### src/hdl/spo2_pkg.sv
// Shared types and constants for the SpO2 ratio-of-ratios estimator.
package spo2_pkg;

    // Gate limits
    localparam logic [19:0] DC_MIN     = 20'd5000;
    localparam logic [19:0] DC_MAX     = 20'd1000000;
    localparam int          AC_MIN     = 20;
    localparam int          AC_GOOD    = 40;
    localparam logic [6:0]  WEIGHT_CAP = 7'd80;
    localparam int          WSUM_MIN   = 4;
    localparam logic [15:0] R_LOW      = 16'd6554;
    localparam logic [15:0] R_HIGH     = 16'd32768;

    // Saturation limits, Q7.8
    localparam logic signed [17:0] SPO2_LOW   = 18'sd17920;
    localparam logic signed [17:0] SPO2_HIGH  = 18'sd25600;
    localparam logic [15:0]        PREV_MIN   = 16'd17920;
    localparam logic signed [17:0] STEP_SMALL = 18'sd768;
    localparam logic signed [17:0] STEP_LARGE = 18'sd1280;

    // Quality, Q1.15
    localparam logic [15:0] Q_ONE   = 16'd32768;
    localparam logic [15:0] Q_FLOOR = 16'd3277;
    localparam logic [15:0] Q_HALF  = 16'd16384;
    localparam logic [15:0] Q_GOOD  = 16'd26214;
    localparam logic [15:0] Q_HIGH  = 16'd22938;
    localparam logic [14:0] K_08    = 15'd26214;
    localparam logic [14:0] K_07    = 15'd22938;
    localparam logic [14:0] K_06    = 15'd19661;
    localparam logic [14:0] K_09    = 15'd29491;

    // Reciprocals for constant division: x/10 = (x*BLEND_RECIP) >> 21,
    // x/5 = (x*QMIX_RECIP) >> 20, exact for x below 2^18
    localparam logic [17:0] BLEND_RECIP = 18'd209716;
    localparam logic [17:0] QMIX_RECIP  = 18'd209716;

    // Register reset values
    localparam logic [15:0] OFFSET_RESET = 16'd28160;
    localparam logic [15:0] SLOPE_RESET  = 16'd6400;

    typedef enum logic [1:0] {
        CFG_OFFSET = 2'd0,
        CFG_SLOPE  = 2'd1
    } cfg_index_t;

    typedef enum logic [3:0] {
        STS_REPORTED    = 4'd0,
        STS_DC_BAD      = 4'd1,
        STS_AC_LOW      = 4'd2,
        STS_ACDC_HIGH   = 4'd3,
        STS_RATIO_BAD   = 4'd4,
        STS_R_RANGE     = 4'd5,
        STS_WARMUP      = 4'd6,
        STS_FEW_SAMPLES = 4'd7,
        STS_SPO2_RANGE  = 4'd8,
        STS_JUMP        = 4'd9,
        STS_PENDING     = 4'd10
    } status_t;

    typedef enum logic [19:0] {
        ST_IDLE  = 20'h00001,
        ST_GATE  = 20'h00002,
        ST_NUM   = 20'h00004,
        ST_DEN   = 20'h00008,
        ST_RCHK  = 20'h00010,
        ST_DIV   = 20'h00020,
        ST_STORE = 20'h00040,
        ST_WARM  = 20'h00080,
        ST_WALK  = 20'h00100,
        ST_WEND  = 20'h00200,
        ST_MEAN  = 20'h00400,
        ST_SMUL  = 20'h00800,
        ST_SPO2  = 20'h01000,
        ST_CHECK = 20'h02000,
        ST_BLEND = 20'h04000,
        ST_QUAL  = 20'h08000,
        ST_FINAL = 20'h10000,
        ST_REJM  = 20'h20000,
        ST_REJF  = 20'h40000,
        ST_OUT   = 20'h80000
    } state_t;

endpackage

### src/hdl/spo2_ratio_estimator.sv
// Top level: gated ratio-of-ratios SpO2 estimator with one shared multiplier and divider.
// Outcomes include a gate rejection, a warm-up item and a reported reading; s_tready is
// high only in idle, so the next sample is taken only once the last result is in the
// output register, later while m_tready holds the result back. The longer paths run
// the 16-step restoring divider (R and window mean) and the window walk, one entry per
// cycle through the shared multiplier. Reset: asynchronous, active low; clears control.
module spo2_ratio_estimator #(
    parameter int WINDOW_DEPTH = 12,
    parameter int SAMPLE_BITS  = 18
) (
    input  logic                                       clk,
    input  logic                                       rst_n,
    // s_tdata: red_alternating, red_steady, infrared_alternating, infrared_steady
    input  logic                                       s_tvalid,
    output logic                                       s_tready,
    input  logic [((2*SAMPLE_BITS+40+7)/8)*8-1:0]      s_tdata,
    // m_tdata: saturation_value, signal_quality, valid_run_length, status_code
    output logic                                       m_tvalid,
    input  logic                                       m_tready,
    output logic [47:0]                                m_tdata,
    // m_tuser: reading_valid
    output logic [0:0]                                 m_tuser,
    input  logic                                       cfg_write,
    input  logic [1:0]                                 cfg_index,
    input  logic [15:0]                                cfg_data
);

    localparam int SB     = SAMPLE_BITS;
    localparam int MB_W   = (SB > 18) ? SB : 18;
    localparam int PROD_W = 20 + SB;
    localparam int DW     = PROD_W + 15;
    localparam int GW     = SB + 11;
    localparam int NW     = PROD_W + 4;
    localparam int IDX_W  = $clog2(WINDOW_DEPTH);
    localparam int CNT_W  = $clog2(WINDOW_DEPTH + 1);
    localparam int SW_W   = $clog2(80 * WINDOW_DEPTH + 1);
    localparam int SRW_W  = $clog2(32768 * 80 * WINDOW_DEPTH + 1);

    // Control state
    spo2_pkg::state_t  state_reg, state_next;
    spo2_pkg::state_t  ret_reg, ret_next;
    logic [IDX_W-1:0]  wp_reg, wp_next;
    logic [CNT_W-1:0]  fill_reg, fill_next;
    logic [15:0]       prev_reg, prev_next;
    logic [15:0]       quality_reg, quality_next;
    logic [7:0]        run_reg, run_next;
    logic [15:0]       offset_reg, slope_reg;
    logic              m_tvalid_reg, m_tvalid_next;

    // Datapath
    logic [SB-1:0]     ra_reg, ra_next, ia_reg, ia_next;
    logic [19:0]       rd_reg, rd_next, id_reg, id_next;
    logic [PROD_W-1:0] prod_reg, prod_next;
    logic [PROD_W-1:0] num_reg, num_next, den_reg, den_next;
    logic [DW-1:0]     rem_reg, rem_next, dsh_reg, dsh_next;
    logic [15:0]       quo_reg, quo_next;
    logic [3:0]        cnt_reg, cnt_next;
    logic [15:0]       cur_reg, cur_next;
    logic [IDX_W-1:0]  idx_reg, idx_next;
    logic              pend_reg, pend_next;
    logic [CNT_W-1:0]  valid_reg, valid_next;
    logic [SW_W-1:0]   sumw_reg, sumw_next;
    logic [SRW_W-1:0]  sumrw_reg, sumrw_next;
    logic signed [17:0] spo2_reg, spo2_next;
    spo2_pkg::status_t rej_code_reg, rej_code_next;
    logic [14:0]       rej_k_reg, rej_k_next;
    logic              res_rv_reg, res_rv_next;
    logic [14:0]       res_sat_reg, res_sat_next;
    spo2_pkg::status_t res_sts_reg, res_sts_next;
    logic [47:0]       out_data_reg, out_data_next;
    logic              out_user_reg, out_user_next;

    // Window storage
    logic [15:0]       ratio_store_reg [WINDOW_DEPTH];
    logic [SB-1:0]     amp_store_reg   [WINDOW_DEPTH];

    // Shared multiplier operands
    logic [19:0]       mul_a;
    logic [MB_W-1:0]   mul_b;

    // Input unpacking and magnitudes
    logic [SB-1:0]     in_ra_raw, in_ia_raw, in_ra, in_ia;
    logic [19:0]       in_rd, in_id;

    // Gate helpers
    logic [GW-1:0]     ra_g, ia_g, rd_g, id_g;
    logic              dc_bad, ac_low, acdc_high, ratio_bad, cur_good;
    logic [NW-1:0]     num_g, den_g;

    // Walk helpers
    logic [15:0]       walk_r;
    logic [SB-1:0]     walk_a;
    logic              walk_ok;
    logic [6:0]        walk_w;

    // Divider step
    logic              div_ge;

    // Misc
    logic [CNT_W-1:0]  fill_inc;
    logic [PROD_W:0]   br_round;
    logic [16:0]       br_val;
    logic signed [17:0] diff, diff_abs, step_lim;
    logic [15:0]       scaled_q;
    logic [17:0]       qmix;
    logic [19:0]       blend_x;
    logic [15:0]       q_quo;
    logic [15:0]       q_clamped;

    assign in_ra_raw = s_tdata[SB-1:0];
    assign in_rd     = s_tdata[SB+19:SB];
    assign in_ia_raw = s_tdata[2*SB+19:SB+20];
    assign in_id     = s_tdata[2*SB+39:2*SB+20];
    assign in_ra     = in_ra_raw[SB-1] ? (~in_ra_raw + 1'b1) : in_ra_raw;
    assign in_ia     = in_ia_raw[SB-1] ? (~in_ia_raw + 1'b1) : in_ia_raw;

    assign s_tready = (state_reg == spo2_pkg::ST_IDLE);
    assign m_tvalid = m_tvalid_reg;
    assign m_tdata  = out_data_reg;
    assign m_tuser  = out_user_reg;

    // Gate comparisons by constant cross-multiplication
    assign ra_g = GW'(ra_reg);
    assign ia_g = GW'(ia_reg);
    assign rd_g = GW'(rd_reg);
    assign id_g = GW'(id_reg);
    assign dc_bad    = (id_reg < spo2_pkg::DC_MIN) || (rd_reg < spo2_pkg::DC_MIN) ||
                       (id_reg > spo2_pkg::DC_MAX) || (rd_reg > spo2_pkg::DC_MAX);
    assign ac_low    = (ia_reg < SB'(spo2_pkg::AC_MIN)) || (ra_reg < SB'(spo2_pkg::AC_MIN));
    assign acdc_high = (ia_g * GW'(100) > id_g * GW'(3)) || (ra_g * GW'(100) > rd_g * GW'(3));
    assign ratio_bad = (ra_g * GW'(1000) < rd_g) || (ia_g * GW'(1000) < id_g) ||
                       (ra_g * GW'(50) > rd_g) || (ia_g * GW'(50) > id_g);
    assign cur_good  = (ia_g >= (ra_g << 1)) && (ia_reg >= SB'(spo2_pkg::AC_GOOD)) &&
                       (ia_g * GW'(200) >= id_g);
    assign num_g = NW'(num_reg);
    assign den_g = NW'(den_reg);

    // Window entry under the walk pointer
    assign walk_r  = ratio_store_reg[idx_reg];
    assign walk_a  = amp_store_reg[idx_reg];
    assign walk_ok = (walk_r >= spo2_pkg::R_LOW) && (walk_r <= spo2_pkg::R_HIGH) &&
                     (walk_a >= SB'(spo2_pkg::AC_MIN));
    assign walk_w  = !walk_ok ? 7'd0 :
                     (walk_a < SB'(spo2_pkg::WEIGHT_CAP)) ? walk_a[6:0] : spo2_pkg::WEIGHT_CAP;

    assign div_ge   = (rem_reg >= dsh_reg);
    assign fill_inc = (fill_reg < CNT_W'(WINDOW_DEPTH)) ? fill_reg + 1'b1 : fill_reg;

    // Saturation from slope product
    assign br_round = {1'b0, prod_reg} + (PROD_W+1)'(8192);
    assign br_val   = br_round[30:14];

    // Jump check
    assign diff     = spo2_reg - $signed({2'b00, prev_reg});
    assign diff_abs = diff[17] ? -diff : diff;
    assign step_lim = (quality_reg >= spo2_pkg::Q_HIGH) ? spo2_pkg::STEP_SMALL
                                                         : spo2_pkg::STEP_LARGE;

    // Blend numerator 7s + 3p + 5, divided by 10 through the reciprocal
    assign blend_x = 20'(spo2_reg[14:0]) * 20'd7 + 20'(prev_reg) * 20'd3 + 20'd5;

    // Quality helpers; 4q + c divided by 5 through the reciprocal
    assign scaled_q  = prod_reg[30:15];
    assign qmix      = {quality_reg, 2'b00} + 18'(cur_reg);
    assign q_quo     = {1'b0, prod_reg[34:20]};
    assign q_clamped = (q_quo < spo2_pkg::Q_FLOOR) ? spo2_pkg::Q_FLOOR :
                       (q_quo > spo2_pkg::Q_ONE) ? spo2_pkg::Q_ONE : q_quo;

    // Shared multiplier operand select
    always_comb
    begin
        mul_a = '0;
        mul_b = '0;
        unique case (state_reg)
            spo2_pkg::ST_GATE:
            begin
                mul_a = id_reg;
                mul_b = MB_W'(ra_reg);
            end
            spo2_pkg::ST_NUM:
            begin
                mul_a = rd_reg;
                mul_b = MB_W'(ia_reg);
            end
            spo2_pkg::ST_STORE:
            begin
                mul_a = 20'(quality_reg);
                mul_b = MB_W'(spo2_pkg::K_09);
            end
            spo2_pkg::ST_WALK:
            begin
                mul_a = 20'(walk_r);
                mul_b = MB_W'(walk_w);
            end
            spo2_pkg::ST_SMUL:
            begin
                mul_a = 20'(slope_reg);
                mul_b = MB_W'(quo_reg);
            end
            spo2_pkg::ST_CHECK:
            begin
                mul_a = blend_x;
                mul_b = MB_W'(spo2_pkg::BLEND_RECIP);
            end
            spo2_pkg::ST_QUAL:
            begin
                mul_a = 20'(qmix);
                mul_b = MB_W'(spo2_pkg::QMIX_RECIP);
            end
            spo2_pkg::ST_REJM:
            begin
                mul_a = 20'(quality_reg);
                mul_b = MB_W'(rej_k_reg);
            end
            default:
            begin
                mul_a = '0;
                mul_b = '0;
            end
        endcase
    end

    assign prod_next = PROD_W'(mul_a) * PROD_W'(mul_b);

    // Sequencer
    always_comb
    begin
        state_next    = state_reg;
        ret_next      = ret_reg;
        wp_next       = wp_reg;
        fill_next     = fill_reg;
        prev_next     = prev_reg;
        quality_next  = quality_reg;
        run_next      = run_reg;
        m_tvalid_next = m_tvalid_reg;
        ra_next       = ra_reg;
        rd_next       = rd_reg;
        ia_next       = ia_reg;
        id_next       = id_reg;
        num_next      = num_reg;
        den_next      = den_reg;
        rem_next      = rem_reg;
        dsh_next      = dsh_reg;
        quo_next      = quo_reg;
        cnt_next      = cnt_reg;
        cur_next      = cur_reg;
        idx_next      = idx_reg;
        pend_next     = pend_reg;
        valid_next    = valid_reg;
        sumw_next     = sumw_reg;
        sumrw_next    = sumrw_reg;
        spo2_next     = spo2_reg;
        rej_code_next = rej_code_reg;
        rej_k_next    = rej_k_reg;
        res_rv_next   = res_rv_reg;
        res_sat_next  = res_sat_reg;
        res_sts_next  = res_sts_reg;
        out_data_next = out_data_reg;
        out_user_next = out_user_reg;

        // Output register drains independently
        if (m_tvalid_reg && m_tready)
        begin
            m_tvalid_next = 1'b0;
        end

        unique case (state_reg)
            spo2_pkg::ST_IDLE:
            begin
                if (s_tvalid)
                begin
                    ra_next    = in_ra;
                    rd_next    = in_rd;
                    ia_next    = in_ia;
                    id_next    = in_id;
                    state_next = spo2_pkg::ST_GATE;
                end
            end
            spo2_pkg::ST_GATE:
            begin
                state_next = spo2_pkg::ST_REJM;
                if (dc_bad)
                begin
                    rej_code_next = spo2_pkg::STS_DC_BAD;
                    rej_k_next    = spo2_pkg::K_08;
                end
                else if (ac_low)
                begin
                    rej_code_next = spo2_pkg::STS_AC_LOW;
                    rej_k_next    = spo2_pkg::K_08;
                end
                else if (acdc_high)
                begin
                    rej_code_next = spo2_pkg::STS_ACDC_HIGH;
                    rej_k_next    = spo2_pkg::K_07;
                end
                else if (ratio_bad)
                begin
                    rej_code_next = spo2_pkg::STS_RATIO_BAD;
                    rej_k_next    = spo2_pkg::K_08;
                end
                else
                begin
                    state_next = spo2_pkg::ST_NUM;
                end
            end
            spo2_pkg::ST_NUM:
            begin
                num_next   = prod_reg;
                state_next = spo2_pkg::ST_DEN;
            end
            spo2_pkg::ST_DEN:
            begin
                den_next   = prod_reg;
                state_next = spo2_pkg::ST_RCHK;
            end
            spo2_pkg::ST_RCHK:
            begin
                cur_next = cur_good ? spo2_pkg::Q_GOOD : spo2_pkg::Q_HALF;
                if ((num_g * NW'(10) < den_g * NW'(4)) || (num_g > (den_g << 1)))
                begin
                    rej_code_next = spo2_pkg::STS_R_RANGE;
                    rej_k_next    = spo2_pkg::K_07;
                    state_next    = spo2_pkg::ST_REJM;
                end
                else
                begin
                    // R = round(num * 2^14 / den)
                    rem_next   = (DW'(num_reg) << 14) + DW'(den_reg >> 1);
                    dsh_next   = DW'(den_reg) << 15;
                    cnt_next   = 4'd15;
                    ret_next   = spo2_pkg::ST_STORE;
                    state_next = spo2_pkg::ST_DIV;
                end
            end
            spo2_pkg::ST_DIV:
            begin
                // One quotient bit per cycle, MSB first
                if (div_ge)
                begin
                    rem_next = rem_reg - dsh_reg;
                end
                quo_next = {quo_reg[14:0], div_ge};
                dsh_next = dsh_reg >> 1;
                cnt_next = cnt_reg - 1'b1;
                if (cnt_reg == 4'd0)
                begin
                    state_next = ret_reg;
                end
            end
            spo2_pkg::ST_STORE:
            begin
                wp_next   = (wp_reg == IDX_W'(WINDOW_DEPTH - 1)) ? '0 : wp_reg + 1'b1;
                fill_next = fill_inc;
                idx_next  = '0;
                pend_next = 1'b0;
                valid_next = '0;
                sumw_next  = '0;
                sumrw_next = '0;
                if ((fill_inc < CNT_W'(4)) ||
                    ((fill_inc >= CNT_W'(8)) && (fill_inc < CNT_W'(6))))
                begin
                    state_next = spo2_pkg::ST_WARM;
                end
                else if (fill_inc >= CNT_W'(8) && fill_inc < CNT_W'(6))
                begin
                    state_next = spo2_pkg::ST_WARM;
                end
                else
                begin
                    state_next = spo2_pkg::ST_WALK;
                end
            end
            spo2_pkg::ST_WARM:
            begin
                quality_next = (scaled_q > cur_reg) ? scaled_q : cur_reg;
                run_next     = 8'd0;
                res_rv_next  = 1'b0;
                res_sat_next = '0;
                res_sts_next = spo2_pkg::STS_WARMUP;
                state_next   = spo2_pkg::ST_OUT;
            end
            spo2_pkg::ST_WALK:
            begin
                sumw_next  = sumw_reg + SW_W'(walk_w);
                valid_next = valid_reg + CNT_W'(walk_ok);
                if (pend_reg)
                begin
                    sumrw_next = sumrw_reg + SRW_W'(prod_reg);
                end
                pend_next = 1'b1;
                idx_next  = idx_reg + 1'b1;
                if (CNT_W'(idx_reg) == fill_reg - 1'b1)
                begin
                    state_next = spo2_pkg::ST_WEND;
                end
            end
            spo2_pkg::ST_WEND:
            begin
                sumrw_next = sumrw_reg + SRW_W'(prod_reg);
                state_next = spo2_pkg::ST_MEAN;
            end
            spo2_pkg::ST_MEAN:
            begin
                if ((valid_reg < (fill_reg >> 1)) || (sumw_reg < SW_W'(spo2_pkg::WSUM_MIN)))
                begin
                    rej_code_next = spo2_pkg::STS_FEW_SAMPLES;
                    rej_k_next    = spo2_pkg::K_08;
                    state_next    = spo2_pkg::ST_REJM;
                end
                else
                begin
                    // Weighted mean, rounded
                    rem_next   = DW'(sumrw_reg) + DW'(sumw_reg >> 1);
                    dsh_next   = DW'(sumw_reg) << 15;
                    cnt_next   = 4'd15;
                    ret_next   = spo2_pkg::ST_SMUL;
                    state_next = spo2_pkg::ST_DIV;
                end
            end
            spo2_pkg::ST_SMUL:
            begin
                state_next = spo2_pkg::ST_SPO2;
            end
            spo2_pkg::ST_SPO2:
            begin
                spo2_next  = $signed({2'b00, offset_reg}) - $signed({1'b0, br_val});
                state_next = spo2_pkg::ST_CHECK;
            end
            spo2_pkg::ST_CHECK:
            begin
                if ((spo2_reg < spo2_pkg::SPO2_LOW) || (spo2_reg > spo2_pkg::SPO2_HIGH))
                begin
                    rej_code_next = spo2_pkg::STS_SPO2_RANGE;
                    rej_k_next    = spo2_pkg::K_07;
                    state_next    = spo2_pkg::ST_REJM;
                end
                else if ((prev_reg > spo2_pkg::PREV_MIN) && (diff_abs > step_lim))
                begin
                    rej_code_next = spo2_pkg::STS_JUMP;
                    rej_k_next    = spo2_pkg::K_06;
                    state_next    = spo2_pkg::ST_REJM;
                end
                else if ((prev_reg > spo2_pkg::PREV_MIN) && (quality_reg < spo2_pkg::Q_HALF))
                begin
                    // Blend with last value; product of blend_x is taken this cycle
                    state_next = spo2_pkg::ST_BLEND;
                end
                else
                begin
                    state_next = spo2_pkg::ST_QUAL;
                end
            end
            spo2_pkg::ST_BLEND:
            begin
                spo2_next  = 18'(prod_reg[35:21]);
                state_next = spo2_pkg::ST_QUAL;
            end
            spo2_pkg::ST_QUAL:
            begin
                if (run_reg != 8'd255)
                begin
                    run_next = run_reg + 1'b1;
                end
                prev_next  = spo2_reg[15:0];
                state_next = spo2_pkg::ST_FINAL;
            end
            spo2_pkg::ST_FINAL:
            begin
                quality_next = q_clamped;
                if (run_reg >= ((q_clamped >= spo2_pkg::Q_HIGH) ? 8'd2 : 8'd3))
                begin
                    res_rv_next  = 1'b1;
                    res_sat_next = spo2_reg[14:0];
                    res_sts_next = spo2_pkg::STS_REPORTED;
                end
                else
                begin
                    res_rv_next  = 1'b0;
                    res_sat_next = '0;
                    res_sts_next = spo2_pkg::STS_PENDING;
                end
                state_next = spo2_pkg::ST_OUT;
            end
            spo2_pkg::ST_REJM:
            begin
                state_next = spo2_pkg::ST_REJF;
            end
            spo2_pkg::ST_REJF:
            begin
                quality_next = scaled_q;
                run_next     = 8'd0;
                res_rv_next  = 1'b0;
                res_sat_next = '0;
                res_sts_next = rej_code_reg;
                state_next   = spo2_pkg::ST_OUT;
            end
            spo2_pkg::ST_OUT:
            begin
                if (!m_tvalid_reg || m_tready)
                begin
                    m_tvalid_next = 1'b1;
                    out_user_next = res_rv_reg;
                    out_data_next = {5'd0, res_sts_reg, run_reg, quality_reg, res_sat_reg};
                    state_next    = spo2_pkg::ST_IDLE;
                end
            end
            default:
            begin
                state_next = spo2_pkg::ST_IDLE;
            end
        endcase
    end

    // Control registers
    always_ff @(posedge clk or negedge rst_n)
    begin
        if (!rst_n)
        begin
            state_reg    <= spo2_pkg::ST_IDLE;
            ret_reg      <= spo2_pkg::ST_IDLE;
            wp_reg       <= '0;
            fill_reg     <= '0;
            prev_reg     <= '0;
            quality_reg  <= '0;
            run_reg      <= '0;
            m_tvalid_reg <= 1'b0;
            offset_reg   <= spo2_pkg::OFFSET_RESET;
            slope_reg    <= spo2_pkg::SLOPE_RESET;
        end
        else
        begin
            state_reg    <= state_next;
            ret_reg      <= ret_next;
            wp_reg       <= wp_next;
            fill_reg     <= fill_next;
            prev_reg     <= prev_next;
            quality_reg  <= quality_next;
            run_reg      <= run_next;
            m_tvalid_reg <= m_tvalid_next;
            // Configuration writes; zero data leaves the register as is
            if (cfg_write && (cfg_data != 16'd0))
            begin
                unique case (cfg_index)
                    spo2_pkg::CFG_OFFSET: offset_reg <= cfg_data;
                    spo2_pkg::CFG_SLOPE:  slope_reg  <= cfg_data;
                    default:
                    begin
                    end
                endcase
            end
        end
    end

    // Datapath registers
    always_ff @(posedge clk)
    begin
        ra_reg       <= ra_next;
        rd_reg       <= rd_next;
        ia_reg       <= ia_next;
        id_reg       <= id_next;
        prod_reg     <= prod_next;
        num_reg      <= num_next;
        den_reg      <= den_next;
        rem_reg      <= rem_next;
        dsh_reg      <= dsh_next;
        quo_reg      <= quo_next;
        cnt_reg      <= cnt_next;
        cur_reg      <= cur_next;
        idx_reg      <= idx_next;
        pend_reg     <= pend_next;
        valid_reg    <= valid_next;
        sumw_reg     <= sumw_next;
        sumrw_reg    <= sumrw_next;
        spo2_reg     <= spo2_next;
        rej_code_reg <= rej_code_next;
        rej_k_reg    <= rej_k_next;
        res_rv_reg   <= res_rv_next;
        res_sat_reg  <= res_sat_next;
        res_sts_reg  <= res_sts_next;
        out_data_reg <= out_data_next;
        out_user_reg <= out_user_next;
    end

    // Window write, one entry per accepted ratio
    always_ff @(posedge clk)
    begin
        if (state_reg == spo2_pkg::ST_STORE)
        begin
            ratio_store_reg[wp_reg] <= quo_reg;
            amp_store_reg[wp_reg]   <= ia_reg;
        end
    end

    // Checks
    a_fill_bound: assert property (@(posedge clk) disable iff (!rst_n)
        fill_reg <= CNT_W'(WINDOW_DEPTH))
        else $error("window fill count above depth");

    a_quality_bound: assert property (@(posedge clk) disable iff (!rst_n)
        quality_reg <= spo2_pkg::Q_ONE)
        else $error("quality score above one");

    a_accept_gate: assert property (@(posedge clk) disable iff (!rst_n)
        (s_tvalid && s_tready) |=> (state_reg == spo2_pkg::ST_GATE))
        else $error("accepted transaction did not start gating");

    a_reading_status: assert property (@(posedge clk) disable iff (!rst_n)
        (m_tvalid && m_tuser[0]) |->
            ((m_tdata[42:39] == spo2_pkg::STS_REPORTED) && (m_tdata[38:31] != 8'd0)))
        else $error("reading reported without reported status or run");

endmodule

### config.mk
export PLATFORM = sky130hd
export DESIGN_NAME = spo2_ratio_estimator
export DESIGN_NICKNAME = d
export VERILOG_FILES = /design/src/hdl/spo2_pkg.sv /design/src/hdl/spo2_ratio_estimator.sv
export SDC_FILE = /design/constraint.sdc
export NUM_CORES = 2
export LEC_CHECK = 0
export ABC_AREA = 1
export BUFFER_PORTS_ARGS = -buffer_cell sky130_fd_sc_hd__buf_2
export CORE_MARGIN = 4
export CORE_UTILIZATION = 45
export CTS_BUF_LIST = sky130_fd_sc_hd__clkbuf_16
export DETAILED_ROUTE_END_ITERATION = 10
export GPL_TIMING_DRIVEN = 0
export SLEW_MARGIN = 10
export SYNTH_ARGS = -nofsm -noshare
export SYNTH_HDL_FRONTEND = slang
export SYNTH_SLANG_ARGS = --single-unit
### constraint.sdc
create_clock -name clk -period 12.6 [get_ports clk]
set_clock_uncertainty 0.1 [all_clocks]
set_input_delay 1.26 -clock clk [delete_from_list [all_inputs] [get_ports clk]]
set_output_delay 1.26 -clock clk [all_outputs]
set_load 0.05 [all_outputs]
==> results.toml <==
[cts]
numCtsBuffers = 106
clk_latency_ns = 0.78
root_buffer = "clkbuf_16"
post_cts_buffers = 0
cts_tree = "built"
path_clk_slew_ns = 0.06
htree_levels = 3
clock_path_buffers = 3
cts.sinks = 969
postCtsHoldBufs = 0
ctsResizeCount = 0

[detailed_routing]
detail-route-antenna-nets = 0
vias = 66655
first_iter_violations = 6469
drt-total-wl_mm = 270
drc = 0
first_pass_iters = 9
wl_per_cell_um = 22.7
viasPerCell = 5.60

[place]
placed_cells = 11699
placed_area_um2 = 86400
routabilityCongestion = 0.995
dp_hpwl_mm = 220
port-buffer-count = 144

[synthesis]
synth_ff_type = "edfxtp_1"
async_flop_share_pct = 10.7
netlist_area_um2 = 81900
ys_ff_latch = 969
synth_edf_count = 823
synth_warnings = 0
syn-instance-count = 9142
synth_cell_types = 87
yosysSeqAreaShare_pct = 34.4
avgSynthCellArea_um2 = 8.95

[sta]
hold_viol_final = 0
hold_slack_ns = 0.303
period_needed_ns = 11.50
tightestPinTransition_ns = 1.38
finalSetupViolations = 0
rsz0062_at_grt = "false"
finalSetupTns_ns = 0
max-slew-margin-rel_pct = 7.34
finalCritPeriodShare_pct = 91.2
fmax_mhz = 87.0
slew_viol_final = 0

[grt]
grt_max_degree = 80
grt_pass1_vias = 65581
antenna_found_initial = 10
gr-usage-all-layers_pct = 28.4
grt_pass1_wl_mm = 403
grt_overflow = 0

[critical_path]
cp_max_fo = 10
crit_family = "adder cells"
cp-start-kind = "flip-flop"
max_stage_delay_ns = 0.61
r2r_start = "spo2_reg[0]$_DFFE_PP_"
crit_buf_inv = 8
crit_type = "reg2reg"
critPathArrivalTime_ns = 11.96
slowest_stage = "fa_1"
cp-end-kind = "flip-flop"
cpMostUsedCell = "fa_1"
crit_path_start = "spo2_reg[0]$_DFFE_PP_"
cp.required_ns = 13.06

[die]
die-height_um = 435
core_um2 = 181000
ios = 154
dieArea_um2 = 189000
rows = 156
initial_core_util_pct = 45.3
die_w_um = 435

[status]
status = "finished, final reports clean"

[finish]
area_delta_synth_final_pct = 9.88
nNetsFinal = 10977
final_cells = 11906
drive_gt1_share_pct = 6.42
fillers = 17079
fin_area_um2 = 90000
largest_reg_flops = 216

[flow_run]
cap_violations = 0

[worst_hold_path]
hold_path.class = "in2async"
-- cell families (layout without fill, tap and decap cells) --
family / Yosys count / after routing / synth area share [%]
AOI/OAI and AO/OA: 1674 / 1674 / 11.8
xor gates and xnor gates: 294 / 294 / 3.15
adders and majority gates: 1435 / 1435 / 26.4
buffers and inverters: 1726 / 2111 / 8.38
DFF: 969 / 969 / 34.4
muxes: 23 / 23 / 0.315
other: 1 / 10 / 0.00458
and+or+nand+nor: 3020 / 3020 / 15.5
-- synth_stat cells, types with 16 or more instances --
| cell type | instances | area [µm²] |
|---|---|---|
| a211oi_1 | 29 | 218 |
| a21boi_0 | 16 | 120 |
| a21o_1 | 23 | 173 |
| a21oi_1 | 671 | 3360 |
| a221oi_1 | 24 | 210 |
| a31oi_1 | 44 | 275 |
| buf_2 | 51 | 255 |
| buf_4 | 27 | 203 |
| buf_6 | 21 | 236 |
| clkbuf_1 | 63 | 236 |
| dfrtp_1 | 94 | 2350 |
| dfxtp_1 | 42 | 841 |
| edfxtp_1 | 823 | 24700 |
| fa_1 | 492 | 9850 |
| ha_1 | 943 | 11800 |
| inv_1 | 1529 | 5740 |
| mux2_2 | 22 | 248 |
| nand2_1 | 1551 | 5820 |
| nand3_1 | 306 | 1530 |
| nand4_1 | 92 | 576 |
| nor2_1 | 774 | 2910 |
| nor2_2 | 16 | 100 |
| nor3_1 | 114 | 571 |
| nor4_1 | 62 | 388 |
| o211ai_1 | 61 | 458 |
| o21a_1 | 38 | 285 |
| o21ai_0 | 480 | 2400 |
| o21ai_1 | 48 | 240 |
| o21bai_1 | 30 | 225 |
| o221ai_1 | 46 | 403 |
| o22ai_1 | 82 | 513 |
| o31ai_1 | 18 | 135 |
| or2_2 | 42 | 263 |
| xnor2_1 | 112 | 981 |
| xor2_1 | 182 | 1590 |
-- layout make-up --
cell class | count | area (µm²) | share of cell area, %
clock inverters | 91 | 758 | 0.843
flip-flops and latches | 969 | 28200 | 31.3
diodes | 5 | 12.5 | 0.0139
plain buffers | 173 | 1030 | 1.14
repair buffers | 185 | 1460 | 1.62
inverters | 1553 | 5830 | 6.49
clock buffers | 109 | 2730 | 3.03
multi-input cells | 6451 | 47000 | 52.2
well taps | 2370 | 2970 | 3.30
-- metal layers --
| metal | global-route usage (%) | up-vias | part of all wire (%) |
|---|---|---|---|
| li1 | - | 31246 | - |
| met1 | 38.3 | 32313 | 42 |
| met2 | 45.4 | 2579 | 45 |
| met3 | 4.37 | 515 | 7.8 |
| met4 | 12.6 | 2 | 5.0 |
| met5 | 0 | - | 0.0041 |
-- worst paths after layout --
kind	end	slack, ns	cells after the start
min reg2reg	m_tdata[1]$_DFFE_PP_	0.32	0
min	run_reg[0]$_DFFE_PN0P_	0.30	1
max reg2reg	prod_reg[37]$_DFF_P_	1.10	39
max	prod_reg[37]$_DFF_P_	1.10	39
min in group clk	m_tdata[1]$_DFFE_PP_	0.32	0
max in group asynchronous	state_reg[0]$_DFFE_PN1P_	11.33	2
-- placed cells by master, fill, tap and decap left out, types with 42 or more instances in the layout --
cell	instances
o21ai_0	480
nor2_1	760
inv_1	1555
o21ai_1	48
buf_4	42
nor3_1	113
buf_2	195
edfxtp_1	823
o221ai_1	46
nand4_1	92
nand2_1	1551
dfxtp_1	42
o211ai_1	61
nand3_1	306
or2_2	42
clkbuf_1	63
a31oi_1	44
dfrtp_1	94
ha_1	943
xnor2_1	112
a21oi_1	670
o22ai_1	82
clkbuf_16	109
xor2_1	182
nor4_1	59
fa_1	492
-- through the flow --
step	util [%]	setup slack, ns
CTS	49.7	1.22
finish	49.8	1.10
global route	49.8	0.606
detailed placement	47.8	1.26
floorplan	-	3.37
global placement	47.3	0.185
Power is left out: the tool's default activity adds up to more than one toggle a clock period on the data nets, which glitch-free logic cannot reach.
